===== config.mk =====
export PLATFORM = sky130hd
export DESIGN_NAME = bro_wrap
export DESIGN_NICKNAME = d
export VERILOG_FILES = /design/src/design/bro_pkg.sv /design/src/design/bro_wrap.sv
export SDC_FILE = /design/constraint.sdc
export NUM_CORES = 1
export LEC_CHECK = 0
export BUFFER_PORTS_ARGS = -buffer_cell sky130_fd_sc_hd__buf_4
export CORE_AREA = 2 2 190 266
export CTS_CLUSTER_SIZE = 20
export DETAILED_ROUTE_END_ITERATION = 8
export DIE_AREA = 0 0 192 268
export SYNTH_ARGS = -nofsm -noshare
export SYNTH_HDL_FRONTEND = slang
export SYNTH_SLANG_ARGS = --single-unit

===== constraint.sdc =====
create_clock -name clk -period 12.8 [get_ports clk]
set_clock_uncertainty 0.15 [all_clocks]
set_input_delay 1.28 -clock clk [delete_from_list [all_inputs] [get_ports clk]]
set_output_delay 1.28 -clock clk [all_outputs]
set_load 0.01 [all_outputs]

===== src/design/bro_pkg.sv =====
// Types and constants shared by the bearing and range offset pipeline.
package bro_pkg;

    localparam int XW     = 46;       // CORDIC vector width, millimetres in Q16
    localparam int ZW     = 33;       // CORDIC angle width, Q30 radians
    localparam int LEG_W  = XW - 16;  // rounded leg width
    localparam int OFS_W  = LEG_W + 1;
    localparam int MAG_W  = 28;
    localparam int RES_W  = 17;       // residual angle below a quarter turn
    localparam int BRG_W  = 19;       // wrapped bearing below a full turn
    localparam int REM_W  = 20;       // remainder before the final correction
    localparam int QUO_W  = 14;

    localparam logic [QUO_W-1:0] RECIP_TURN   = 14'd11930;    // floor(2^32 / 360000)
    localparam logic [18:0]      FULL_TURN    = 19'd360000;
    localparam logic [16:0]      QUARTER      = 17'd90000;
    localparam logic [17:0]      HALF         = 18'd180000;
    localparam logic [18:0]      THREE_QUART  = 19'd270000;
    localparam logic [16:0]      BIAS_REM     = 17'd83648;    // 2^31 mod 360000
    localparam logic [30:0]      MDEG_TO_Q30  = 31'd1228166276;
    localparam logic [31:0]      INV_GAIN_Q32 = 32'd2608131497;
    localparam logic [XW-1:0]    ROUND_HALF   = 46'd32768;

    localparam logic signed [33:0] EAST_LIM  = 34'sd2000000000;
    localparam logic signed [36:0] NORTH_LIM = 37'sd20000000000;

    localparam logic [30:0] ATAN_Q30 [0:31] = '{
        31'd843314856, 31'd497837829, 31'd263043836, 31'd133525158, 31'd67021686,
        31'd33543515, 31'd16775850, 31'd8388437, 31'd4194282, 31'd2097149,
        31'd1048575, 31'd524287, 31'd262143, 31'd131071, 31'd65535, 31'd32767,
        31'd16383, 31'd8191, 31'd4095, 31'd2047, 31'd1023, 31'd511, 31'd255,
        31'd127, 31'd63, 31'd31, 31'd15, 31'd8, 31'd4, 31'd2, 31'd1, 31'd0
    };

    // Data that rides along with each word through the pipeline.
    typedef struct packed {
        logic signed [31:0] easting;
        logic signed [35:0] northing;
        logic [5:0]         zone;
        logic [1:0]         quad;
        logic               rzero;
        logic               rneg;
    } side_t;

endpackage


===== src/design/bro_wrap.sv =====
// Bearing wrap: reduces the bearing modulo a full turn and splits off the quadrant.
module bro_wrap
    import bro_pkg::*;
(
    input  logic                clk,
    input  logic                rst_n,
    input  logic                in_valid,
    input  logic signed [31:0]  easting_mm,
    input  logic signed [35:0]  northing_mm,
    input  logic [5:0]          zone,
    input  logic signed [27:0]  range_mm,
    input  logic signed [31:0]  bearing_mdeg,
    output logic                out_valid,
    output side_t               out_side,
    output logic [RES_W-1:0]    out_resid,
    output logic [MAG_W-1:0]    out_mag
);

    logic [31:0]        biased;
    logic [45:0]        quo_prod;
    logic [32:0]        turn_prod;
    logic [32:0]        rem_full;
    logic signed [21:0] shifted;
    logic signed [21:0] wrap_up;
    logic signed [21:0] wrap_down;

    logic               v1_reg, v2_reg, v3_reg, v4_reg;
    side_t              side1_reg, side2_reg, side3_reg, side4_reg, side4_next;
    logic [MAG_W-1:0]   mag1_reg, mag2_reg, mag3_reg, mag4_reg, mag1_next;
    logic [31:0]        u1_reg;
    logic [QUO_W-1:0]   q1_reg;
    logic [REM_W-1:0]   rem2_reg;
    logic [BRG_W-1:0]   b3_reg, b3_next;
    logic [RES_W-1:0]   resid4_reg, resid4_next;

    // Adding 2^31 makes the bearing unsigned; the bias is taken back out after the reduction.
    assign biased   = {~bearing_mdeg[31], bearing_mdeg[30:0]};
    assign quo_prod = 46'(biased) * 46'(RECIP_TURN);
    assign mag1_next = range_mm[27] ? MAG_W'(-range_mm) : MAG_W'(range_mm);

    // The quotient estimate is low by at most one, so the remainder stays below two turns.
    assign turn_prod = 33'(q1_reg) * 33'(FULL_TURN);
    assign rem_full  = 33'(u1_reg) - turn_prod;

    assign shifted   = $signed({2'b00, rem2_reg}) - $signed({5'b00000, BIAS_REM});
    assign wrap_up   = shifted + $signed({3'b000, FULL_TURN});
    assign wrap_down = shifted - $signed({3'b000, FULL_TURN});

    always_comb
    begin
        priority if (shifted[21])
        begin
            b3_next = wrap_up[BRG_W-1:0];
        end
        else if (shifted >= $signed({3'b000, FULL_TURN}))
        begin
            b3_next = wrap_down[BRG_W-1:0];
        end
        else
        begin
            b3_next = shifted[BRG_W-1:0];
        end
    end

    always_comb
    begin
        side4_next = side3_reg;
        priority if (b3_reg >= THREE_QUART)
        begin
            side4_next.quad = 2'd3;
            resid4_next     = RES_W'(b3_reg - THREE_QUART);
        end
        else if (b3_reg >= BRG_W'(HALF))
        begin
            side4_next.quad = 2'd2;
            resid4_next     = RES_W'(b3_reg - BRG_W'(HALF));
        end
        else if (b3_reg >= BRG_W'(QUARTER))
        begin
            side4_next.quad = 2'd1;
            resid4_next     = RES_W'(b3_reg - BRG_W'(QUARTER));
        end
        else
        begin
            side4_next.quad = 2'd0;
            resid4_next     = b3_reg[RES_W-1:0];
        end
    end

    always_ff @(posedge clk or negedge rst_n)
    begin
        if (!rst_n)
        begin
            v1_reg <= 1'b0;
            v2_reg <= 1'b0;
            v3_reg <= 1'b0;
            v4_reg <= 1'b0;
        end
        else
        begin
            v1_reg <= in_valid;
            v2_reg <= v1_reg;
            v3_reg <= v2_reg;
            v4_reg <= v3_reg;
        end
    end

    always_ff @(posedge clk)
    begin
        side1_reg.easting  <= easting_mm;
        side1_reg.northing <= northing_mm;
        side1_reg.zone     <= zone;
        side1_reg.quad     <= 2'd0;
        side1_reg.rzero    <= (range_mm == 28'sd0);
        side1_reg.rneg     <= range_mm[27];
        mag1_reg   <= mag1_next;
        u1_reg     <= biased;
        q1_reg     <= quo_prod[45:32];

        side2_reg  <= side1_reg;
        mag2_reg   <= mag1_reg;
        rem2_reg   <= rem_full[REM_W-1:0];

        side3_reg  <= side2_reg;
        mag3_reg   <= mag2_reg;
        b3_reg     <= b3_next;

        side4_reg  <= side4_next;
        mag4_reg   <= mag3_reg;
        resid4_reg <= resid4_next;
    end

    assign out_valid = v4_reg;
    assign out_side  = side4_reg;
    assign out_resid = resid4_reg;
    assign out_mag   = mag4_reg;

endmodule


**Word-level counts from Yosys, hierarchy flattened**

Index checks and enable logic that the tools add are counted.

- Input bits: 137
- Register bits: 512
- Output and inout bits: 124
- Logic and storage cells: 61

- $lt $le $gt $ge: 4
- Multiplexer cells: 8
- Bitwise gates (word level): 1
- $add $sub $neg: 8
- Reduce and logical (&&, ||, !) cells: 2
- Multipliers: 2

Operators by type and width:

| operator | number |
|---|---|
| 2-to-1 mux 17 bit | 3 |
| multiplier 32 x 13 -> 45 bit (second input constant) | 1 |
| 2-to-1 mux 19 bit | 2 |
| logical NOT 28 bit | 1 |
| negation 28 bit | 1 |
| 2-to-1 mux 27 bit | 1 |
| greater-or-equal comparator 21 x 20 -> 1 bit (second input constant) | 1 |
| subtractor 20 x 17 -> 21 bit (second input constant) | 1 |
| subtractor 20 bit | 1 |
| adder 19 bit (second input constant) | 1 |
| greater-or-equal comparator 19 x 17 -> 1 bit (second input constant) | 1 |
| greater-or-equal comparator 19 x 18 -> 1 bit (second input constant) | 1 |
| greater-or-equal comparator 19 bit (second input constant) | 1 |
| subtractor 19 bit (second input constant) | 1 |
| subtractor 17 x 13 -> 17 bit (second input constant) | 1 |
| subtractor 17 x 16 -> 17 bit (second input constant) | 1 |
| subtractor 17 bit (second input constant) | 1 |
| multiplier 14 x 13 -> 14 bit (second input constant) | 1 |
| 2-to-1 mux 1 bit | 2 |
| OR reduction 2 bit | 1 |
| NOT 1 bit | 1 |

**Logic depth before layout (Yosys ltp)**

Gate-level depths: netlist of the first run.

- Word-level depth: 4
- Depth in mapped cells: 21
- Mapped depth without buffers: 21

**Worst setup path before layout of the first run**

No wires, ideal clock.

- Path type: input-to-reg
- Start: input port bearing_mdeg[5]
- End: register q1_reg[13]
- Library setup time: 0.072 ns
- Arrival: 5.947 ns
- Data required time: 12.578 ns
- Setup slack: 6.631 ns
- Buffers on the path: 0
- Stages: 17
- Cell sequence: ha_1 > fa_1 > fa_1 > fa_1 > inv_1 > fa_1 > inv_1 > ha_1 > a21o_1 > a2111oi_0 > o21ai_0 > o2111ai_1 > a21o_1 > nand3_1 > and4_1 > a2111oi_0 > xnor2_1

- Cells in the longest elaborated chain, start to end: 1

RTL lines:

| element | RTL line | source |
|---|---|---|
| from (decl) | bro_wrap.sv:12 | `input logic signed [31:0] bearing_mdeg,` |
| multiplier 32 x 13 -> 45 bit | bro_wrap.sv:38 | `assign quo_prod = 46'(biased) * 46'(RECIP_TURN);` |
| named net quo_prod[45] | bro_wrap.sv:20 | `logic [45:0] quo_prod;` |
| to (signal assigned) | bro_wrap.sv:118 | `q1_reg <= quo_prod[45:32];` |
| to (decl) | bro_wrap.sv:31 | `logic [QUO_W-1:0] q1_reg;` |

The timed path passes the listed nets, and every way through them passes these cells.
A chain may end at the register's enable or synchronous reset.

**Worst setup path after layout of the first run**

- Start: input port bearing_mdeg[15]
- End: register q1_reg[13]

The elaborated chain is that of the path after synthesis.

==> results.toml, run 1 <==
[cts]
cts_resized = 0
post-cts-setup-buffers = 0
clk_pin_slew_worst_paths_ps = 60
postCtsHoldBufs = 0
cts_buffers = 45
cts.sinks = 512
clk_latency_ps = 560
cts_buffer_depth = 3
htreeDepth = 2
root_buffer = "clkbuf_16"
cts_tree = "built"

[setup_path]
worstSetupStartpointType = "input port"
slowest_delay_ps = 560
critical_path_class = "in -> reg"
arrival_ps = 6650
end_kind = "register"
crit_chain = "buf_4 -> ha_1 -> inv_1 -> fa_1 -> inv_1 -> fa_1 -> fa_1 -> inv_1 -> fa_1 -> inv_1 -> ha_1 -> a211oi_1 -> o221ai_1 -> a21oi_1 -> o21ai_0 -> o2111ai_1 -> a21o_1 -> nand3_1 -> and4_1 -> a2111oi_0 -> xnor2_1"
timing.critical_path.buf_inv = 5
critPathRequiredTime_ps = 13140
critical-path-slowest-cell = "fa_1"
crit_fanout = 7
cpLargestDelayFamily = "adder cells"

[routing]
viasPerCell = 4.584
drt-wirelength-per-cell_um = 15.05
drt_iter0_drc = 395
final_antenna_net_count = 0
drc = 0
first_pass_iters = 4
wirelength_um = 41890
route.vias.total = 12760

[outcome]
status = "finished clean"

[sta]
fin_setup_tns_ps = 0
slew-limit-headroom_pct = 39.29
rsz0062_at_grt = "false"
max_freq_mhz = 158.6
setup_viol = 0
timing.final.max_slew_violations = 0
hold_violations = 0
period_minus_slack_ps = 6307
worst_pin_slew_ps = 903.2
fin_crit_sh_pct = 49.27

[synthesis]
synthTopCellsByArea = "dfxtp_1 46%, fa_1 19%, ha_1 13%"
synth-seq-cells = 512
synth_top_area_share_pct = 46.46
syn_nets = 2390
netlist_area_um2 = 21890
synthArstFlopShare_pct = 0.7813
synth_edf_count = 0
yosysSeqAreaShare_pct = 46.92
syn_inst = 1816
yosysUniqueCellTypes = 67
synth_flop_cell = "dfxtp_1"
syn_area_per_cell_um2 = 12.05
yosysTopAreaCell = "dfxtp_1"
ys.warnings.count = 0

[global_route]
grt_util_all_layers_pct = 16.80
grt_pass1_vias = 13720
grt_first_pass_wirelength_um = 68180
grt_max_degree = 31
grt_overflow = 0
grt_antenna_before_repair = 2

[placed_design]
gp_congestion = 0.8803
port_buffers = 260
post-dp-hpwl_um = 34350

[layout]
final_common_cell = "dfxtp_1"
largest_register_ffs = 78
final.fill_count = 4323
multi_input_area_um2 = 10150
final_cell_mix = "508 x dfxtp_1, 377 x inv_1, 261 x buf_4, 234 x ha_1, 203 x fa_1"
area_delta_synth_final_pct = 19.44
ff_latch_area_um2 = 10270
nets = 2684
drive_gt1_share_pct = 16.08

[floorplanning]
start_util_pct = 44.66
dieHeight_um = 268
ioPinCount = 261
coreArea_um2 = 49010
dieArea_um2 = 51460
num_rows = 96
die_w_um = 192

[job]
cap_violations = 0

[min_path]
hp-class = "reg -> reg"
Yosys cell counts (3+ instances only):
master     number
nor2b_1        10
a22oi_1         3
xnor2_1        86
o211ai_1        4
o21bai_1        5
nand3_1        15
or4_1           4
fa_1          203
nor2_1         50
xor2_1         20
clkbuf_1       12
a31oi_1         7
ha_1          234
a21o_1         21
dfrtp_1         4
nand4_1         8
nor4b_1         4
inv_1         377
a2111oi_0       4
a211oi_1        4
o41ai_1         8
nor4_1          7
o21a_1          7
a32oi_1         3
and3_1          6
dfxtp_1       508
o21ai_0        39
a21oi_1        45
nor3_1          9
o31a_1          3
o31ai_1         8
and4_1          4
nand2_1        41
nand2b_1       11
cell families (layout without fill, tap and decap cells):
logic type / after synthesis / in the layout / share of synthesized area [%]
and+or+nand+nor: 179 / 179 / 4.104
DFF: 512 / 512 / 46.92
muxes: 2 / 2 / 0.09146
other: 0 / 2 / 0
AOI/OAI and AO/OA: 189 / 189 / 5.991
buffers and inverters: 391 / 720 / 6.711
adders and majority gates: 437 / 437 / 31.94
xor gates and xnor gates: 106 / 106 / 4.241
routing by layer:
metal	vias to the layer above	GRT usage, %	share of wire [%]
li1	6322	-	-
met1	6111	18.47	39
met2	252	32.60	54
met3	78	2.272	4.1
met4	0	5.839	2.9
met5	-	0	0
final cells by class:
class | instances | area share [%]
multi-input cells | 913 | 38.82
clock inverters | 20 | 1.024
clock buffers | 62 | 4.896
repair buffers | 261 | 7.495
diodes | 2 | 0.01914
inverters | 377 | 5.413
well taps | 637 | 3.049
flip-flops and latches | 512 | 39.28
stage by stage:
stage | std cells | cell area, um2 | setup WS, ps | util (%) | hold slack [ps]
6_report | 2784 | 26140 | 6493 | 53.35 | 167.6
5_1_grt | 2784 | 26140 | 6029 | 53.35 | 176.2
4_1_cts | 2782 | 26140 | 6434 | 53.34 | 170.5
3_5_place_dp | 2700 | 24590 | 5854 | 50.18 | 162.1
3_3_place_gp | 2700 | 24590 | 5859 | 50.18 | 159.6
2_1_floorplan | 1816 | 21890 | 6631 | - | 159.6
final timing paths:
path                             startpoint      endpoint  slack, ps  cells past startpoint
hold reg to reg                 mag1_reg[1]   mag2_reg[1]        170                      0
setup reg to reg                  q1_reg[1]  rem2_reg[19]       7090                     19
max in group asynchronous             rst_n        v1_reg      12050                      1
min in group asynchronous             rst_n     out_valid        360                      1
hold / removal                  mag1_reg[1]   mag2_reg[1]        170                      0
setup / recovery           bearing_mdeg[15]    q1_reg[13]       6490                     21
Power of run 1 is left out: the tool's default activity adds up to more than one toggle a clock period on the data nets, which glitch-free logic cannot reach.
==> inputs of run 2 (changes only) <==
Settings changed: PLACE_DENSITY from default to 0.66.
Clock period 12.8 ns to 5.15 ns, I/O delays scaled along.
==> results.toml, run 2 (synthesis results as in run 1) <==
[outcome]
status = "finished clean"

[job]
cap_violations = 0

[cts]
cts_tree = "built"
clk_pin_slew_worst_paths_ps = 70
cts_buffer_depth = 3
clk_latency_ps = 560
htreeDepth = 2
cts_buffers = 44
root_buffer = "clkbuf_16"
cts.sinks = 512

[setup_path]
critical-path-slowest-cell = "fa_1"
cp-startpoint = "q1_reg[4]"
arrival_ps = 5390
slowest_delay_ps = 540
crit_chain = "buf_4 -> fa_1 -> inv_1 -> fa_1 -> inv_2 -> ha_4 -> fa_1 -> inv_1 -> fa_1 -> inv_1 -> ha_1 -> inv_1 -> xnor2_2 -> ha_2 -> o41a_1 -> a21o_1 -> a21oi_2 -> xnor2_2"
crit_fanout = 5
critPathRequiredTime_ps = 5480
worstSetupStartpointType = "register"
end_kind = "register"
r2r-start = "q1_reg[4]"
critical_path_class = "reg -> reg"

[floorplanning]
ioPinCount = 261
num_rows = 96
dieArea_um2 = 51460
start_util_pct = 44.66
dieHeight_um = 268
die_w_um = 192
coreArea_um2 = 49010

[layout]
final_cell_mix = "503 x dfxtp_1, 392 x buf_4, 372 x inv_1, 222 x ha_1, 201 x fa_1"
final_cells = 3015
largest_register_ffs = 78
area_delta_synth_final_pct = 29.49
fin_area_um2 = 28340
final_common_cell = "dfxtp_1"
nets = 2914
post-route-util_pct = 57.84
drive_gt1_share_pct = 21.89

[global_route]
grt_util_all_layers_pct = 17.97
grt_max_degree = 31
grt_pass1_vias = 15150
grt_first_pass_wirelength_um = 73400
grt_overflow = 0
grt_antenna_before_repair = 1

[placed_design]
port_buffers = 260
gp_congestion = 0.8839
placed_cell_area_um2 = 25570
placed_cells = 2828
post-dp-hpwl_um = 35530
pre_cts_ws_ps = -535.8

[routing]
drt_iter0_drc = 466
first_pass_iters = 4
drc = 0
route.vias.total = 13830
wirelength_um = 45610
drt-wirelength-per-cell_um = 15.13
final_antenna_net_count = 0
viasPerCell = 4.587

[sta]
timing.final.max_slew_violations = 0
slew-limit-headroom_pct = 38.07
hold_violations = 0
setup_viol = 0
worst_pin_slew_ps = 921.3
layout_setup_ws_ps = 96.34
max_freq_mhz = 197.9
rsz0062_at_grt = "true"
fin_crit_sh_pct = 98.13
period_minus_slack_ps = 5054

[min_path]
hp-start = "range_mm[20]"
hp-class = "in -> reg"
[run 2: changes by cell type in the layout (fill, tap and decap cells not counted), sizes merged]
cell         before  now
dlygate4sd3       0   99
buf             261  393
clkbuf           62   57
clkinv           12   15
inv             379  381
[run 2: worst max-delay path: cells and delay by family, from the launching register on]
family,cells,cell delay (ps)
AO/OA/AOI/OAI,3,860
XOR/XNOR,2,290
adder cells (fa/ha/maj),7,2850
buffers and inverters,6,440
flip-flops,1,380
[run 2: path summary, 6_finish.rpt]
| kind | depth (start not counted) | endpoint | slack (ps) |
|---|---|---|---|
| max in group asynchronous | 2 | v1_reg | 4610 |
| min in group asynchronous | 2 | out_valid | 140 |
| hold / removal | 2 | mag1_reg[20] | 40 |
| setup reg to reg | 18 | rem2_reg[19] | 100 |
| setup / recovery | 18 | rem2_reg[19] | 100 |
| hold reg to reg | 0 | side3_reg[60] | 170 |
[run 2: metal layers]
metal / vias up / GRT usage [%] / wire [um]
li1: 6772 / - / -
met1: 6630 / 18.63 / 16770
met2: 328 / 35.93 / 25200
met3: 101 / 2.364 / 1985
met4: 0 / 6.891 / 1653
met5: - / 0 / 0
[run 2: repair_timing]
| item | in CTS | in global routing |
|---|---|---|
| endpoints found under the setup margin | 2 | 8 |
| resized for setup | 11 | 39 |
| endpoints found under the hold margin | 104 | 0 |
| cloned | 0 | 0 |
| setup buffers | 1 | 3 |
| pin swaps | 14 | 24 |
| hold buffers | 99 | 0 |
[run 2: cell type report]
cell class,count,area [um2]
antenna,2,5.005
fill,3951,20660
timing repair buffer,492,3945
inverter,377,1415
clock inverter,25,305.3
clock buffer,57,1190
multi-input combinational,913,10410
tap,637,797.0
sequential,512,10280
[run 2: through the flow]
| step | hold slack, ps | TNS, ps |
|---|---|---|
| 4_1_cts | 2.242 | 0 |
| 3_3_place_gp | 157.8 | -3621 |
| 6_report | 36.90 | 0 |
| 3_5_place_dp | 162.1 | -4473 |
| 5_1_grt | 27.14 | -137.9 |
| 2_1_floorplan | 69.41 | 0 |
Power of run 2 is left out for the same reason.
==> inputs of run 3 (changes only) <==
Settings changed: PLACE_DENSITY 0.66 to default.
Clock period 5.15 ns to 5.6 ns, I/O delays scaled along.
==> results.toml, run 3 (synthesis results as in run 1) <==
[floorplanning]
start_util_pct = 44.66
die_w_um = 192
num_rows = 96
coreArea_um2 = 49010
dieHeight_um = 268
ioPinCount = 261
dieArea_um2 = 51460

[layout]
final_common_cell = "dfxtp_1"
largest_register_ffs = 78
final.fill_count = 4113
nets = 2867
area_delta_synth_final_pct = 26.51
final_cell_mix = "508 x dfxtp_1, 377 x inv_1, 367 x buf_4, 234 x ha_1, 203 x fa_1"
multi_input_area_um2 = 10160
ff_latch_area_um2 = 10270
drive_gt1_share_pct = 19.39
fin_area_um2 = 27690

[cts]
cts_tree = "built"
post-cts-setup-buffers = 0
cts.sinks = 512
root_buffer = "clkbuf_16"
htreeDepth = 2
clk_latency_ps = 560
cts_buffer_depth = 3
cts_buffers = 45
clk_pin_slew_worst_paths_ps = 60

[outcome]
status = "finished clean"

[routing]
wirelength_um = 42870
first_pass_iters = 4
drt_iter0_drc = 437
route.vias.total = 13400
final_antenna_net_count = 0
viasPerCell = 4.522
drt-wirelength-per-cell_um = 14.46
drc = 0

[setup_path]
rr_endpoint = "rem2_reg[19]"
crit_chain = "buf_4 -> buf_4 -> ha_1 -> inv_1 -> fa_1 -> inv_1 -> fa_1 -> fa_1 -> inv_1 -> fa_1 -> inv_1 -> ha_1 -> a211oi_1 -> o221ai_1 -> a21oi_1 -> o21ai_0 -> o2111ai_1 -> buf_4 -> a21o_1 -> nand3_1 -> and4_1 -> a2111oi_2 -> xnor2_1"
r2r_cells = 22
end_kind = "register"
r2r-start = "q1_reg[3]"
arrival_ps = 5670
critical_path_class = "in -> reg"
critPathRequiredTime_ps = 5940
cpLargestDelayFamily = "adder cells"
critical-path-slowest-cell = "fa_1"
crit_fanout = 4
ff2ff_setup_slack_ps = 290
worstSetupStartpointType = "input port"
slowest_delay_ps = 540
cp.depth = 23
timing.critical_path.buf_inv = 7

[placed_design]
post-dp-hpwl_um = 34980
port_buffers = 260
placed_cell_area_um2 = 25390
gp_congestion = 0.8650

[sta]
whs_ps = 33.44
fin_crit_sh_pct = 95.13
period_minus_slack_ps = 5327
fin_setup_tns_ps = 0
worst_pin_slew_ps = 873.5
setup_viol = 0
timing.final.max_slew_violations = 0
hold_violations = 0
max_freq_mhz = 187.7
slew-limit-headroom_pct = 41.23

[min_path]
min_path_cells = 1
hp-start = "bearing_mdeg[15]"
hp-class = "in -> reg"
holdPathEnd = "u1_reg[15]"

[global_route]
grt_max_degree = 31
grt_antenna_before_repair = 1
grt_overflow = 0
grt_pass1_vias = 14470
grt_util_all_layers_pct = 17.15
grt_first_pass_wirelength_um = 70260

[job]
cap_violations = 0
==> run 3: layer usage <==
layer  up-vias  track usage (%)  part of all wire (%)
li1       6685                -                     -
met1      6375            18.93                    39
met2       273            33.47                    54
met3        70            2.364                   4.0
met4         0            5.344                   2.7
met5         -                0                     0
==> run 3: stage by stage <==
step / instances / utilization, % / worst slack [ps]
finish: 2964 / 56.50 / 272.8
global route: 2964 / 56.50 / -10.44
CTS: 2963 / 56.47 / 63.04
detailed placement: 2806 / 51.80 / -606.4
global placement: 2806 / 51.80 / -593.2
floorplan: 1816 / - / 150.7
==> run 3: cell type report <==
class                   count  share of cell area [%]
diodes                      1                0.009037
clock buffers              60                   4.487
clock inverters            20                  0.9850
inverters                 377                   5.110
multi-input cells         913                   36.71
flip-flops and latches    512                   37.09
well taps                 637                   2.878
repair buffers            444                   12.73
==> run 3: what timing repair did <==
action                     4_1_cts  5_1_grt
resized for setup                1        4
cloned                           0        0
hold buffers                    77        0
hold endpoints to repair        80        0
setup endpoints to repair        1        3
==> run 3: worst max-delay path by stage <==
| stage | to | start | slack (ps) |
|---|---|---|---|
| CTS | q1_reg[13] | bearing_mdeg[5] | 60 |
| global route | q1_reg[13] | bearing_mdeg[5] | -10 |
| finish | q1_reg[13] | bearing_mdeg[14] | 270 |
| detailed placement | q1_reg[13] | bearing_mdeg[5] | -610 |
| floorplan | q1_reg[13] | bearing_mdeg[5] | 150 |
| global placement | q1_reg[13] | bearing_mdeg[5] | -590 |
Power of run 3 is left out for the same reason.
