===== src/design/bro_pkg.sv =====
// Types and constants shared by the bearing and range offset pipeline.
package bro_pkg;

    localparam int XW     = 46;       // CORDIC vector width, millimetres in Q16
    localparam int ZW     = 33;       // CORDIC angle width, Q30 radians
    localparam int LEG_W  = XW - 16;  // rounded leg width
    localparam int OFS_W  = LEG_W + 1;
    localparam int MAG_W  = 28;
    localparam int RES_W  = 17;       // residual angle below a quarter turn
    localparam int BRG_W  = 19;       // wrapped bearing below a full turn
    localparam int REM_W  = 20;       // remainder before the final correction
    localparam int QUO_W  = 14;

    localparam logic [QUO_W-1:0] RECIP_TURN   = 14'd11930;    // floor(2^32 / 360000)
    localparam logic [18:0]      FULL_TURN    = 19'd360000;
    localparam logic [16:0]      QUARTER      = 17'd90000;
    localparam logic [17:0]      HALF         = 18'd180000;
    localparam logic [18:0]      THREE_QUART  = 19'd270000;
    localparam logic [16:0]      BIAS_REM     = 17'd83648;    // 2^31 mod 360000
    localparam logic [30:0]      MDEG_TO_Q30  = 31'd1228166276;
    localparam logic [31:0]      INV_GAIN_Q32 = 32'd2608131497;
    localparam logic [XW-1:0]    ROUND_HALF   = 46'd32768;

    localparam logic signed [33:0] EAST_LIM  = 34'sd2000000000;
    localparam logic signed [36:0] NORTH_LIM = 37'sd20000000000;

    localparam logic [30:0] ATAN_Q30 [0:31] = '{
        31'd843314856, 31'd497837829, 31'd263043836, 31'd133525158, 31'd67021686,
        31'd33543515, 31'd16775850, 31'd8388437, 31'd4194282, 31'd2097149,
        31'd1048575, 31'd524287, 31'd262143, 31'd131071, 31'd65535, 31'd32767,
        31'd16383, 31'd8191, 31'd4095, 31'd2047, 31'd1023, 31'd511, 31'd255,
        31'd127, 31'd63, 31'd31, 31'd15, 31'd8, 31'd4, 31'd2, 31'd1, 31'd0
    };

    // Data that rides along with each word through the pipeline.
    typedef struct packed {
        logic signed [31:0] easting;
        logic signed [35:0] northing;
        logic [5:0]         zone;
        logic [1:0]         quad;
        logic               rzero;
        logic               rneg;
    } side_t;

endpackage


===== src/design/bro_post.sv =====
// Output stages: leg rounding, quadrant mapping, offset addition and saturation.
module bro_post
    import bro_pkg::*;
(
    input  logic                  clk,
    input  logic                  rst_n,
    input  logic                  in_valid,
    input  side_t                 in_side,
    input  logic signed [XW-1:0]  in_x,
    input  logic signed [XW-1:0]  in_y,
    output logic                  done,
    output logic signed [31:0]    out_easting_mm,
    output logic signed [35:0]    out_northing_mm,
    output logic [5:0]            out_zone,
    output logic                  saturated
);

    logic signed [XW-1:0]     x_round;
    logic signed [XW-1:0]     y_round;
    logic signed [OFS_W-1:0]  e_leg;
    logic signed [OFS_W-1:0]  n_leg;
    logic                     e_neg;
    logic                     n_neg;
    logic signed [33:0]       sum_e;
    logic signed [36:0]       sum_n;
    logic                     e_hit;
    logic                     n_hit;

    logic                     v1_reg, v2_reg, done_reg;
    side_t                    side1_reg, side2_reg;
    logic signed [LEG_W-1:0]  c1_reg, s1_reg;
    logic signed [OFS_W-1:0]  de2_reg, dn2_reg, de2_next, dn2_next;
    logic signed [31:0]       east_reg, east_next;
    logic signed [35:0]       north_reg, north_next;
    logic [5:0]               zone_reg;
    logic                     sat_reg;

    assign x_round = in_x + $signed(ROUND_HALF);
    assign y_round = in_y + $signed(ROUND_HALF);

    // Odd quadrants swap the legs; the sign comes from the quadrant and the range sign.
    assign e_leg = side1_reg.quad[0] ? OFS_W'(c1_reg) : OFS_W'(s1_reg);
    assign n_leg = side1_reg.quad[0] ? OFS_W'(s1_reg) : OFS_W'(c1_reg);
    assign e_neg = side1_reg.quad[1] ^ side1_reg.rneg;
    assign n_neg = side1_reg.quad[1] ^ side1_reg.quad[0] ^ side1_reg.rneg;

    always_comb
    begin
        if (side1_reg.rzero)
        begin
            de2_next = '0;
            dn2_next = '0;
        end
        else
        begin
            de2_next = e_neg ? -e_leg : e_leg;
            dn2_next = n_neg ? -n_leg : n_leg;
        end
    end

    assign sum_e = 34'(side2_reg.easting) + 34'(de2_reg);
    assign sum_n = 37'(side2_reg.northing) + 37'(dn2_reg);

    always_comb
    begin
        e_hit = 1'b1;
        priority if (sum_e > EAST_LIM)
        begin
            east_next = EAST_LIM[31:0];
        end
        else if (sum_e < -EAST_LIM)
        begin
            east_next = 32'(-EAST_LIM);
        end
        else
        begin
            east_next = sum_e[31:0];
            e_hit     = 1'b0;
        end
    end

    always_comb
    begin
        n_hit = 1'b1;
        priority if (sum_n > NORTH_LIM)
        begin
            north_next = NORTH_LIM[35:0];
        end
        else if (sum_n < -NORTH_LIM)
        begin
            north_next = 36'(-NORTH_LIM);
        end
        else
        begin
            north_next = sum_n[35:0];
            n_hit      = 1'b0;
        end
    end

    always_ff @(posedge clk or negedge rst_n)
    begin
        if (!rst_n)
        begin
            v1_reg   <= 1'b0;
            v2_reg   <= 1'b0;
            done_reg <= 1'b0;
        end
        else
        begin
            v1_reg   <= in_valid;
            v2_reg   <= v1_reg;
            done_reg <= v2_reg;
        end
    end

    always_ff @(posedge clk)
    begin
        side1_reg <= in_side;
        c1_reg    <= x_round[XW-1:16];
        s1_reg    <= y_round[XW-1:16];

        side2_reg <= side1_reg;
        de2_reg   <= de2_next;
        dn2_reg   <= dn2_next;

        east_reg  <= east_next;
        north_reg <= north_next;
        zone_reg  <= side2_reg.zone;
        sat_reg   <= e_hit | n_hit;
    end

    assign done            = done_reg;
    assign out_easting_mm  = east_reg;
    assign out_northing_mm = north_reg;
    assign out_zone        = zone_reg;
    assign saturated       = sat_reg;

endmodule


===== config.mk =====
export PLATFORM = sky130hd
export DESIGN_NAME = bro_post
export DESIGN_NICKNAME = d
export VERILOG_FILES = /design/src/design/bro_pkg.sv /design/src/design/bro_post.sv
export SDC_FILE = /design/constraint.sdc
export NUM_CORES = 1
export LEC_CHECK = 0
export BUFFER_PORTS_ARGS = -buffer_cell sky130_fd_sc_hd__buf_2
export CORE_MARGIN = 8
export CORE_UTILIZATION = 50
export DETAILED_ROUTE_END_ITERATION = 10
export PLACE_DENSITY = 0.72
export SYNTH_ARGS = -nofsm -noshare
export SYNTH_HDL_FRONTEND = slang
export SYNTH_SLANG_ARGS = --single-unit

===== constraint.sdc =====
create_clock -name clk -period 5.15 [get_ports clk]
set_clock_uncertainty 0.15 [all_clocks]
set_input_delay 0.515 -clock clk [delete_from_list [all_inputs] [get_ports clk]]
set_output_delay 0.515 -clock clk [all_outputs]
set_load 0.05 [all_outputs]

# Word level (Yosys, flattened, before mapping)
# Cells that the tools add are included.
# totals
latchBits	0
reg_bits	352
ram_bits	0
memories	0
output_inout_bits	76
word_cells	48
rom_bits	0
in_bits	173
# op_classes
bitwise_logic	4
multipliers	0
muxes	10
div	0
shifts	0
reduce_logical	2
order_cmp	4
n_eq_ne	0
add_sub_neg	6
# ops
operator	count
31-bit two-way mux	4
46-bit by 17-bit adder with 46-bit output, second input constant	2
31-bit negation	2
36-bit by 31-bit adder with 37-bit output	1
37-bit by 36-bit > comparator with 1-bit output, second input constant	1
37-bit by 36-bit < comparator with 1-bit output, second input constant	1
36-bit two-way mux	1
32-bit by 31-bit adder with 33-bit output	1
33-bit by 32-bit > comparator with 1-bit output, second input constant	1
33-bit by 32-bit < comparator with 1-bit output, second input constant	1
32-bit two-way mux	1
1-bit two-way mux	4
2-bit OR reduction	2
1-bit bitwise XOR	3
1-bit bitwise OR	1

# Depth between registers and ports, before layout
# Gate-level depths: netlist of run 1.
# logic_depth
ltp_word	5
ltp_mapped	19
mapped_depth_nobuf	14

# Least setup slack after synthesis of run 1
# Ideal clock, no wire load.
# synth_timing
path_kind	register to register
startpoint	register side1_reg[2] (netlist name)
endpoint	register de2_reg[28]
required_time_ns	4.872
setup_time_ns	0.128
path_buffers	7
period_less_slack_ns	4.589
arrival_ns	4.312
slack_ns	0.561
path_stages_with_launch	20
cell_sequence	dfxtp_1 -> buf_2 -> buf_2 -> buf_2 -> buf_1 -> clkbuf_1 -> clkbuf_1 -> buf_1 -> mux2i_1 -> ha_1 -> o221ai_1 -> nand2b_1 -> or2_2 -> nor2_1 -> and3_1 -> o21ai_0 -> o31ai_1 -> nand2_1 -> xor2_1 -> nor2_1
# synth_via
elab_chain_len	3
# synth_lines
item	line	rtl
start: declaration	bro_post.sv:30	side_t side1_reg, side2_reg;
start signal: assignment	bro_post.sv:118	side1_reg <= in_side;
31-bit two-way mux *	bro_post.sv:42	assign e_leg = side1_reg.quad[0] ? OFS_W'(c1_reg) : OFS_W'(s1_reg);
31-bit negation	bro_post.sv:56	de2_next = e_neg ? -e_leg : e_leg;
31-bit two-way mux *	bro_post.sv:56	
end signal: assignment	bro_post.sv:123	de2_reg <= de2_next;
end: declaration	bro_post.sv:32	logic signed [OFS_W-1:0] de2_reg, dn2_reg, de2_next, dn2_next;
# Mark *: on every way between the ends. The rest lies on a longest branch, timed or not.
# A chain may end at the register's enable or synchronous reset.

# Worst setup path in the final report of run 1
# layout_timing
startpoint	register side2_reg[11] (netlist name)
endpoint	register north_reg[26], in the netlist out_northing_mm[26]
# layout_via
elab_chain_len	3
elab_cells_between_ends	4
classes_between	add/sub: 1; order compare: 2; mux: 1
# layout_lines
item	line	rtl
start: declaration	bro_post.sv:30	
start signal: assignment	bro_post.sv:122	side2_reg <= side1_reg;
36-bit by 31-bit adder with 37-bit output *	bro_post.sv:62	assign sum_n = 37'(side2_reg.northing) + 37'(dn2_reg);
37-bit by 36-bit < comparator with 1-bit output	bro_post.sv:89	else if (sum_n < -NORTH_LIM)
36-bit two-way mux	bro_post.sv:89	
end signal: assignment	bro_post.sv:127	north_reg <= north_next;
end: declaration	bro_post.sv:34	logic signed [35:0] north_reg, north_next;
# Marked as above.

==> impl_metrics.toml, run 1 <==
[synthesis]
synth_cell_types = 89
muxShareOfSynthArea_pct = 3.49
synth_xor_xnor_area_share_pct = 8.99
synth_top_family_by_area = "simple AND/OR/NAND/NOR gates"
yosys_register_bits = 352
yosysTopAreaCellShare_pct = 43.0
synth_compound_area_share_pct = 17.7
synth_area_sq_mm = 0.0163
yosysTopAreaCell = "dfxtp_1"
synthSimpleGateAreaFrac_pct = 18.3
yosys_warnings = 0
syn_nets = 2010
seq_area_frac_synth_pct = 43.4
postSynth.asyncResetShare_pct = 0.852
synth_adder_area_share_pct = 5.78
synth_edf_count = 0
synth_cells = 1763
synth.avg_cell_area_sq_um = 9.23
yosys-top-cells-area = "dfxtp_1 43%, ha_1 5.5%, xnor2_1 5.3%"
ys.flop_type = "dfxtp_1"

[final_layout]
final_cells = 2502
drive_gt1_share_pct = 16.7
layout.nets = 2281
area_growth_pct = 21.4
largest_register_ffs = 78
antenna_cells = 0

[placement]
io_buffers = 218
pre_cts_ws_ns = 0.819
place.gp.congestion = 0.912
place_hpwl_microns = 33000
dp_cells = 2357

[clocking]
cts.clk_slew.worst_paths_ns = 0.06
cts_tree = "built"
clock_latency_ns = 0.54
root_buffer = "clkbuf_16"
cts_buffer_depth = 3
cts.sinks = 352
cts_max_level = 2
cts_setup_buffers = 0
cts_made_buffers = 37

[sta]
setup_viol = 0
finalSetupTns_ns = 0
max_slew.worst_pin.slew_ns = 1.10
rsz0062_at_grt = "no"
fmax_mhz = 227
final_max_slew_viol_count = 0
hold_viol = 0
fin_ws_ns = 0.748
relSlewSlack_pct = 25.9
post-route-period-util_pct = 85.5
whs_ns = 0.0289
fin_crit_ns = 4.40

[power_and_ir_drop]
power.density_mw_per_mm2 = 466
comb_power_share_pct = 33.9
ir_worst_vdd_mv = 0.356
power_frac_clock_pct = 30.0
switching_power_uw = 3420
leakagePower_uw = 0.00854
seq_power_share_pct = 36.0
p_int_uw = 5770
total_power_uw = 9200
swShare_pct = 37.2

[detailed_routing]
drtAntennaViolNets = 0
drtIter0Drc = 925
first_pass_iters = 5
drc = 0
vias = 13700
routedWlPerCell_microns = 17.2
viasPerCell = 5.49
wl_microns = 43100

[critical_path]
cp.arrival_ns = 4.65
startpoint_type = "flop"
criticalPathCategory = "reg -> reg"
r2r_end = "out_northing_mm[26]$_SDFF_PP0_"
critPathLaunch = "side2_reg[11]$_DFF_P_"
cp-end-kind = "flop"
critPathRequiredTime_ns = 5.39
cp_max_fo = 20
r2r_start = "side2_reg[11]$_DFF_P_"
worstRegToRegCells = 12
rrSetupSlack_ns = 0.75

[global_routing]
grt_util_all_layers_pct = 21.9
use_met3_pct = 3.43
grt_overflow_total = 0
antenna_found_initial = 0
gr-usage-met1_pct = 30.0
top_usage_layer = "met2"
met2_usage_pct = 35.3
grt_pass1_vias = 13500
grt_pass1_wl_microns = 69600
grt_max_degree = 63

[run_status]
status = "finished, final reports clean"

[floorplan]
dieArea_sq_mm = 0.0386
fp.dieH_microns = 196
start_util_pct = 50.4
io_pins = 249
coreArea_sq_mm = 0.0323
die_w_microns = 196
fp-row-count = 66

[run]
drv_cap = 0

[worst_hold_path]
whs_endpoint = "s1_reg[23]$_DFF_P_"
hold_class = "in -> reg"
hold_depth = 2
hp-start = "in_y[39]"
metrics by stage:
stage,area [sq um],util [%]
4_1_cts,19800,61.2
3_3_place_gp,17700,54.7
6_report,19800,61.2
2_1_floorplan,16300,-
3_5_place_dp,17700,54.7
5_1_grt,19800,61.2
cells in the final DEF, fill, tap and decap left out, drive strengths merged, types with 16 or more instances in the layout:
cell	instances
xor2	68
xnor2	99
nand4	33
and3	33
clkbuf	47
nand3	49
mux2i	50
buf	225
ha	72
nand2	131
or3	16
and2	19
o21ai	82
or2	16
o21a	17
o211ai	26
dfxtp	349
a21oi	123
a21o	41
inv	21
a211oi	29
dlygate4sd3	80
nor3	61
nor2	161
per-layer routing:
| metal | up-vias | wire (microns) | part of all wire, % |
|---|---|---|---|
| met5 | - | 0 | 0 |
| met4 | 0 | 1050 | 2.4 |
| met3 | 74 | 2370 | 5.5 |
| met2 | 425 | 19200 | 45 |
| met1 | 6340 | 20500 | 48 |
| li1 | 6889 | - | - |
Yosys cell counts (16+ instances only):
master      n
a211oi_1   27
xor2_1     68
nand3_1    49
and3_1     33
o21ai_0    78
a21o_1     41
a21oi_1   118
xnor2_1    99
clkbuf_1   34
buf_2      24
o21a_1     17
ha_1       72
or2_2      16
mux2i_1    50
o211ai_1   23
and2_1     19
nand4_1    32
inv_1      16
nand2_1   131
nor2_1    161
nor3_1     60
dfxtp_1   349
cell families (layout without fill, tap and decap cells):
family	count (synthesis)	in the layout
buf+inv	89	386
flops	352	352
compound gates	427	427
mux	56	56
fa+ha+maj	74	74
xor+xnor	167	167
simple gates	598	598
worst max path at each step:
stage	endpoint	cells after the start	slack, ns
finish	out_northing_mm[26]$_SDFF_PP0_	12	0.75
global route	out_easting_mm[24]$_SDFF_PP1_	14	0.54
CTS	out_northing_mm[10]$_SDFF_PP0_	12	0.81
detailed placement	out_northing_mm[10]$_SDFF_PP0_	12	0.82
global placement	saturated$_DFF_P_	12	0.94
floorplan	de2_reg[28]$_SDFF_PP0_	19	0.56
layout make-up:
cell class                      count  area (sq um)
Clock buffer                       47          1050
Clock inverter                     18           244
Tap cell                          442           553
Timing Repair Buffer              305          1940
Multi-Input combinational cell   1322          8830
Inverter                           16          60.1
Sequential cell                   352          7070
Fill cell                        2736         12500
power by group through the flow:
stage | clock network [uW] | registers (uW) | logic, uW
detailed placement | 0 | 3370 | 3050
global route | 2930 | 3350 | 3360
finish | 2760 | 3310 | 3120
floorplan | 0 | 4220 | 1450
CTS | 2810 | 3310 | 3110
global placement | 0 | 3360 | 3020
critical path, stage by stage, from the launching register on:
cell	delay (ns)
dfxtp_1	0.33
ha_1	0.32
a211oi_1	0.46
o21ai_2	0.21
a31oi_1	0.48
o211ai_1	0.25
xor2_1	0.40
nor3_1	0.10
a41o_1	0.28
a211o_1	0.27
a211o_1	0.36
nand2_1	0.48
a21oi_1	0.17
what timing repair did:
| item | CTS | global route |
|---|---|---|
| gates resized for setup | 0 | 0 |
| endpoints found under the hold margin | 82 | 0 |
| hold buffers | 80 | 0 |
(Power assumes the default switching activity.)
==> run 2: changes to the inputs <==
--- a/config.mk
+++ b/config.mk
@@ -9,6 +9,7 @@
 export CORE_MARGIN = 8
 export CORE_UTILIZATION = 50
 export DETAILED_ROUTE_END_ITERATION = 10
+export MAX_ROUTING_LAYER = met4
 export PLACE_DENSITY = 0.72
 export SYNTH_ARGS = -nofsm -noshare
 export SYNTH_HDL_FRONTEND = slang
==> run 2 against run 1 <==
Net effect: via count about the same; largest power group unchanged; highest routed layer unchanged; count of clock-buffer cells in the layout unchanged; combinational power about the same; sequential power about the same; critical path depth unchanged; die area unchanged; utilization grew 0.081 points; non-clock buffer count unchanged; setup slack better by 0.042 ns; maximum frequency grew 0.96%; total power grew 1.0%.
==> impl_metrics.toml, run 2 (same netlist as run 1, synthesis figures left out) <==
[sta]
fmax_mhz = 229
setup_viol = 0
fin_ws_ns = 0.790
rsz0062_at_grt = "no"
finalSetupTns_ns = 0
final_max_slew_viol_count = 0
max_slew.worst_pin.slew_ns = 1.08
relSlewSlack_pct = 27.2
fin_crit_ns = 4.36
post-route-period-util_pct = 84.7
hold_viol = 0

[final_layout]
area_growth_pct = 21.6
final_cell_area_sq_mm = 0.0198
final-seq-area_sq_mm = 0.00707
multiInputGateArea_sq_mm = 0.00883
layout.nets = 2280
final_common_cell = "dfxtp_1"
fillerInstances = 2720
antenna_cells = 0
final_cell_mix = "347 x dfxtp_1, 218 x buf_2, 161 x nor2_1"
largest_register_ffs = 78
drive_gt1_share_pct = 16.6

[detailed_routing]
wl_microns = 43300
vias = 13700
drc = 0
first_pass_iters = 5
viasPerCell = 5.49
drtIter0Drc = 922
drtAntennaViolNets = 0
routedWlPerCell_microns = 17.3

[placement]
placed_area_sq_mm = 0.0177
place.gp.congestion = 0.913
pre_cts_ws_ns = 0.420
io_buffers = 218
place_hpwl_microns = 33100

[critical_path]
rrSetupSlack_ns = 0.79
critPathRequiredTime_ns = 5.38
criticalPathCategory = "reg -> reg"
critPathLaunch = "side2_reg[11]$_DFF_P_"
startpoint_type = "flop"
cp.arrival_ns = 4.59
r2r_start = "side2_reg[11]$_DFF_P_"
cp_max_fo = 20
cp-end-kind = "flop"

[global_routing]
grt_pass1_wl_microns = 69700
antenna_found_initial = 1
grt_max_degree = 66
grt_pass1_vias = 13400
grt_overflow_total = 0
grt_util_all_layers_pct = 22.6

[floorplan]
io_pins = 249
coreArea_sq_mm = 0.0323
fp-row-count = 66
dieArea_sq_mm = 0.0386
die_w_microns = 196
fp.dieH_microns = 196
start_util_pct = 50.4

[worst_hold_path]
hp-start = "in_x[19]"
hold_class = "in -> reg"

[clocking]
cts.clk_slew.worst_paths_ns = 0.06
cts_hold_buf = 80
cts_buffer_depth = 3
cts_made_buffers = 36
cts_max_level = 2
clock_latency_ns = 0.53
cts.sinks = 352
cts_setup_buffers = 0
root_buffer = "clkbuf_16"
cts.repair.resized = 0
cts_tree = "built"

[power_and_ir_drop]
ir_worst_vdd_mv = 0.353
comb_power_share_pct = 33.7
swShare_pct = 36.7
power_frac_clock_pct = 30.7
power.density_mw_per_mm2 = 470
seq_power_share_pct = 35.7
switching_power_uw = 3410
p_int_uw = 5880
leakagePower_uw = 0.00855

[run_status]
status = "finished, final reports clean"

[run]
drv_cap = 0
-- run 2: path summary, 6_finish.rpt --
kind                                                   to  depth (start not counted)
max                        out_northing_mm[21]$_SDFF_PP0_                         12
min in group asynchronous                v2_reg$_DFF_PN0_                          2
min reg2reg                         side2_reg[30]$_DFF_P_                          0
max reg2reg                out_northing_mm[21]$_SDFF_PP0_                         12
min                                     c1_reg[3]$_DFF_P_                          2
max in group asynchronous                  done$_DFF_PN0_                          2
-- run 2: power by group through the flow --
stage	combinational [uW]	sequential (uW)	clock [uW]
floorplan	1450	4220	0
global placement	3030	3360	0
detailed placement	3050	3370	0
CTS	3110	3320	2910
global route	3370	3350	3030
finish	3130	3310	2850
-- run 2: worst max-delay path, cell delays in order (launching register included) --
cell and delay, ns:
dfxtp_1 0.33, ha_1 0.32, a211oi_1 0.46, nor3_1 0.15, o2111ai_1 0.43, nand3_1 0.31
or3_1 0.46, a31oi_1 0.17, nand4_1 0.11, a211o_1 0.30, a211o_1 0.36, nand2_1 0.48
a21oi_1 0.16
-- run 2: area by class of cell --
class	count	share of cell area, %
clock buffer	47	5.23
clock inverter	17	1.45
inverter	16	0.304
multi-input combinational	1322	44.7
sequential	352	35.7
tap	442	2.80
timing repair buffer	305	9.83
-- run 2: layer usage --
| layer | track usage (%) | wire length, microns | vias up | share of wire (%) |
|---|---|---|---|---|
| li1 | - | - | 6885 | - |
| met1 | 30.2 | 20700 | 6346 | 48 |
| met2 | 34.8 | 19100 | 421 | 44 |
| met3 | 3.41 | 2280 | 88 | 5.3 |
| met4 | 7.36 | 1300 | 0 | 3.0 |
| met5 | - | 0 | - | 0 |
-- run 2: through the flow --
step / total power, uW / utilization [%] / hold slack, ns / std cells
after global routing: 9750 / 61.2 / 0.0292 / 2501
after CTS: 9340 / 61.2 / 0.0148 / 2501
final: 9290 / 61.2 / 0.0421 / 2501
after floorplan: 5670 / - / 0.0694 / 1763
after global placement: 6390 / 54.7 / 0.162 / 2357
after detailed placement: 6420 / 54.7 / 0.162 / 2357
==> run 3: changes to the inputs <==
--- a/config.mk
+++ b/config.mk
@@ -5,12 +5,13 @@
 export SDC_FILE = /design/constraint.sdc
 export NUM_CORES = 1
 export LEC_CHECK = 0
+export ABC_AREA = 1
 export BUFFER_PORTS_ARGS = -buffer_cell sky130_fd_sc_hd__buf_2
 export CORE_MARGIN = 8
 export CORE_UTILIZATION = 50
 export DETAILED_ROUTE_END_ITERATION = 10
 export MAX_ROUTING_LAYER = met4
-export PLACE_DENSITY = 0.72
+export PLACE_DENSITY = 0.74
 export SYNTH_ARGS = -nofsm -noshare
 export SYNTH_HDL_FRONTEND = slang
 export SYNTH_SLANG_ARGS = --single-unit
==> constraint.sdc (replaced) <==
create_clock -name clk -period 3.7 [get_ports clk]
set_clock_uncertainty 0.15 [all_clocks]
set_input_delay 0.37 -clock clk [delete_from_list [all_inputs] [get_ports clk]]
set_output_delay 0.37 -clock clk [all_outputs]
set_load 0.05 [all_outputs]
==> run 3 against run 2 <==
Net effect: sequential share of layout area fell by 3.7 points; critical path type is now in -> reg; total power up 32%; cell count rose by 40%.
==> impl_metrics.toml, run 3 <==
[run_status]
status = "finished, final reports clean"

[detailed_routing]
drtAntennaViolNets = 0
viasPerCell = 4.89
drtIter0Drc = 1137
wl_microns = 52900
routedWlPerCell_microns = 15.1
first_pass_iters = 5
vias = 17100
drc = 0

[synthesis]
seq_area_frac_synth_pct = 39.7
yosysTopAreaCell = "dfxtp_1"
yosys_warnings = 0
syn_nets = 2872
synth.avg_cell_area_sq_um = 6.78
synth_area_sq_mm = 0.0178
synth_cells = 2625
synth_most_common_cell = "nand2_1"
yosys_register_bits = 352
postSynth.asyncResetShare_pct = 0.852
yosys-top-cells-area = "dfxtp_1 39%, nand2_1 18%, inv_1 8.9%"
synth_edf_count = 0
synth_cell_types = 50
yosys-top-cells-count = "860 x nand2_1, 420 x inv_1, 349 x dfxtp_1, 244 x nor2_1, 138 x nand3_1"
ys.flop_type = "dfxtp_1"
yosysTopAreaCellShare_pct = 39.3

[placement]
place.gp.congestion = 0.965
placed_area_sq_mm = 0.0193
place_hpwl_microns = 40100
io_buffers = 218

[worst_hold_path]
hp-start = "in_x[15]"
whs_endpoint = "c1_reg[1]$_DFF_P_"
hold_depth = 3
hold_class = "in -> reg"

[floorplan]
start_util_pct = 50.4
coreArea_sq_mm = 0.0353
fp.dieH_microns = 205
fp-row-count = 69
dieArea_sq_mm = 0.0419
die_w_microns = 205
io_pins = 249

[critical_path]
criticalPathCategory = "in -> reg"
worstRegToRegCells = 22
rrSetupSlack_ns = 0.35
cp.arrival_ns = 3.70
cp_max_fo = 5
startpoint_type = "primary input"
critPathLaunch = "in_y[16]"
cp-end-kind = "flop"
r2r_start = "side2_reg[46]$_DFF_P_"
r2r_end = "out_easting_mm[28]$_SDFF_PP1_"
critPathRequiredTime_ns = 3.98

[final_layout]
final_common_cell = "nand2_1"
multiInputGateArea_sq_mm = 0.00890
largest_register_ffs = 78
final-seq-area_sq_mm = 0.00706
layout.nets = 3254
area_growth_pct = 23.8
final_cell_area_sq_mm = 0.0220
drive_gt1_share_pct = 12.4
final_cell_mix = "860 x nand2_1, 419 x inv_1, 348 x dfxtp_1"
fillerInstances = 3146

[sta]
post-route-period-util_pct = 92.3
max_slew.worst_pin.slew_ns = 1.01
rsz0062_at_grt = "no"
relSlewSlack_pct = 32.8
finalSetupTns_ns = 0
hold_viol = 0
final_max_slew_viol_count = 0
fin_crit_ns = 3.41
whs_ns = 0.0703
setup_viol = 0
fmax_mhz = 293

[run]
drv_cap = 0

[power_and_ir_drop]
switching_power_uw = 4710
swShare_pct = 38.5
p_int_uw = 7540
power.density_mw_per_mm2 = 557
power_frac_clock_pct = 29.8
comb_power_share_pct = 33.8
ir_worst_vdd_mv = 0.618
leakagePower_uw = 0.0116
seq_power_share_pct = 36.4

[clocking]
cts_max_level = 2
clock_latency_ns = 0.57
root_buffer = "clkbuf_16"
cts.clk_slew.worst_paths_ns = 0.07
cts_buffer_depth = 3
cts.sinks = 352
cts_tree = "built"
cts_made_buffers = 36

[global_routing]
grt_pass1_wl_microns = 84000
grt_util_all_layers_pct = 25.7
grt_max_degree = 66
grt_overflow_total = 0
grt_pass1_vias = 16400
antenna_found_initial = 1
## run 3: cell count changes after synthesis, moves of 19 or more
| cell | delta |
|---|---|
| o211ai_1 | -22 |
| inv_1 | +404 |
| mux2i_1 | -50 |
| clkbuf_1 | -22 |
| xor2_1 | -27 |
| xnor2_1 | -81 |
| nand2_1 | +729 |
| a21o_1 | -41 |
| nor2_2 | +23 |
| o21ai_0 | +19 |
| a211oi_1 | -27 |
| nor2_1 | +83 |
| nand3_1 | +89 |
## run 3: stage by stage
step | total power (uW) | instances | setup slack, ns | utilization [%]
2_1_floorplan | 7470 | 2625 | 0.971 | -
3_3_place_gp | 8440 | 3279 | 0.380 | 54.6
3_5_place_dp | 8500 | 3279 | 0.353 | 54.6
4_1_cts | 12300 | 3493 | 0.326 | 62.3
5_1_grt | 12900 | 3495 | 0.00993 | 62.4
6_report | 12300 | 3495 | 0.285 | 62.4
## run 3: power groups by stage
stage / Sequential (uW) / Clock (uW) / Combinational (uW)
final: 4460 / 3650 / 4140
after global routing: 4510 / 3890 / 4530
after CTS: 4470 / 3710 / 4090
after detailed placement: 4550 / 0 / 3950
after global placement: 4540 / 0 / 3900
after floorplan: 5550 / 0 / 1930
## run 3: routing by layer
layer  global-route usage [%]  vias up  routed length [microns]
li1                         -     8926                        -
met5                        -        -                        0
met3                     3.35       99                     2730
met2                     42.4      472                    24500
met1                     32.0     7606                    24100
met4                     8.90        0                     1600
## run 3: area by class of cell
type / count / share of cell area, %
multi-input cells: 1812 / 40.4
flip-flops and latches: 352 / 32.1
repair buffers: 380 / 12.2
inverters: 425 / 7.26
clock buffers: 44 / 4.60
well taps: 461 / 2.62
clock inverters: 20 / 0.835
diodes: 1 / 0.0114
## run 3: critical path, cell delays in order
cell and delay [ns]:
dlygate4sd3_1 0.57, buf_2 0.13, ha_1 0.20, nand3_1 0.20, nor3b_4 0.31, nand4_1 0.18
nor2_2 0.17, nand3_1 0.14, nor3_2 0.15, nand2_1 0.13, inv_2 0.12, nand3_2 0.08
nor2_2 0.13, nand4_1 0.11, xnor2_1 0.15, dlygate4sd3_1 0.54
## run 3: what timing repair did
| item | CTS | global route |
|---|---|---|
| endpoints found under the setup margin | 0 | 14 |
| hold buffers | 150 | 0 |
| setup buffers | 0 | 1 |
| gates resized for setup | 0 | 4 |
| hold endpoints to repair | 142 | 0 |
## run 3: cell families after synthesis
family                   Yosys count  synth area share (%)
AND/OR/NAND/NOR                 1434                  34.5
buffers and inverters            461                  10.3
flip-flops                       352                  39.7
AO/OA/AOI/OAI                    245                  7.22
adder cells (fa/ha/maj)           74                  5.29
XOR/XNOR                          59                  2.91
## run 3: worst max path at each step
stage | cells past startpoint | slack, ns | endpoint
2_1_floorplan | 20 | 0.97 | saturated$_DFF_P_
3_3_place_gp | 23 | 0.38 | out_easting_mm[11]$_SDFF_PP0_
3_5_place_dp | 23 | 0.35 | out_easting_mm[11]$_SDFF_PP0_
4_1_cts | 23 | 0.33 | out_easting_mm[11]$_SDFF_PP0_
5_1_grt | 22 | 0.01 | out_easting_mm[17]$_SDFF_PP0_
6_report | 16 | 0.29 | s1_reg[29]$_DFF_P_
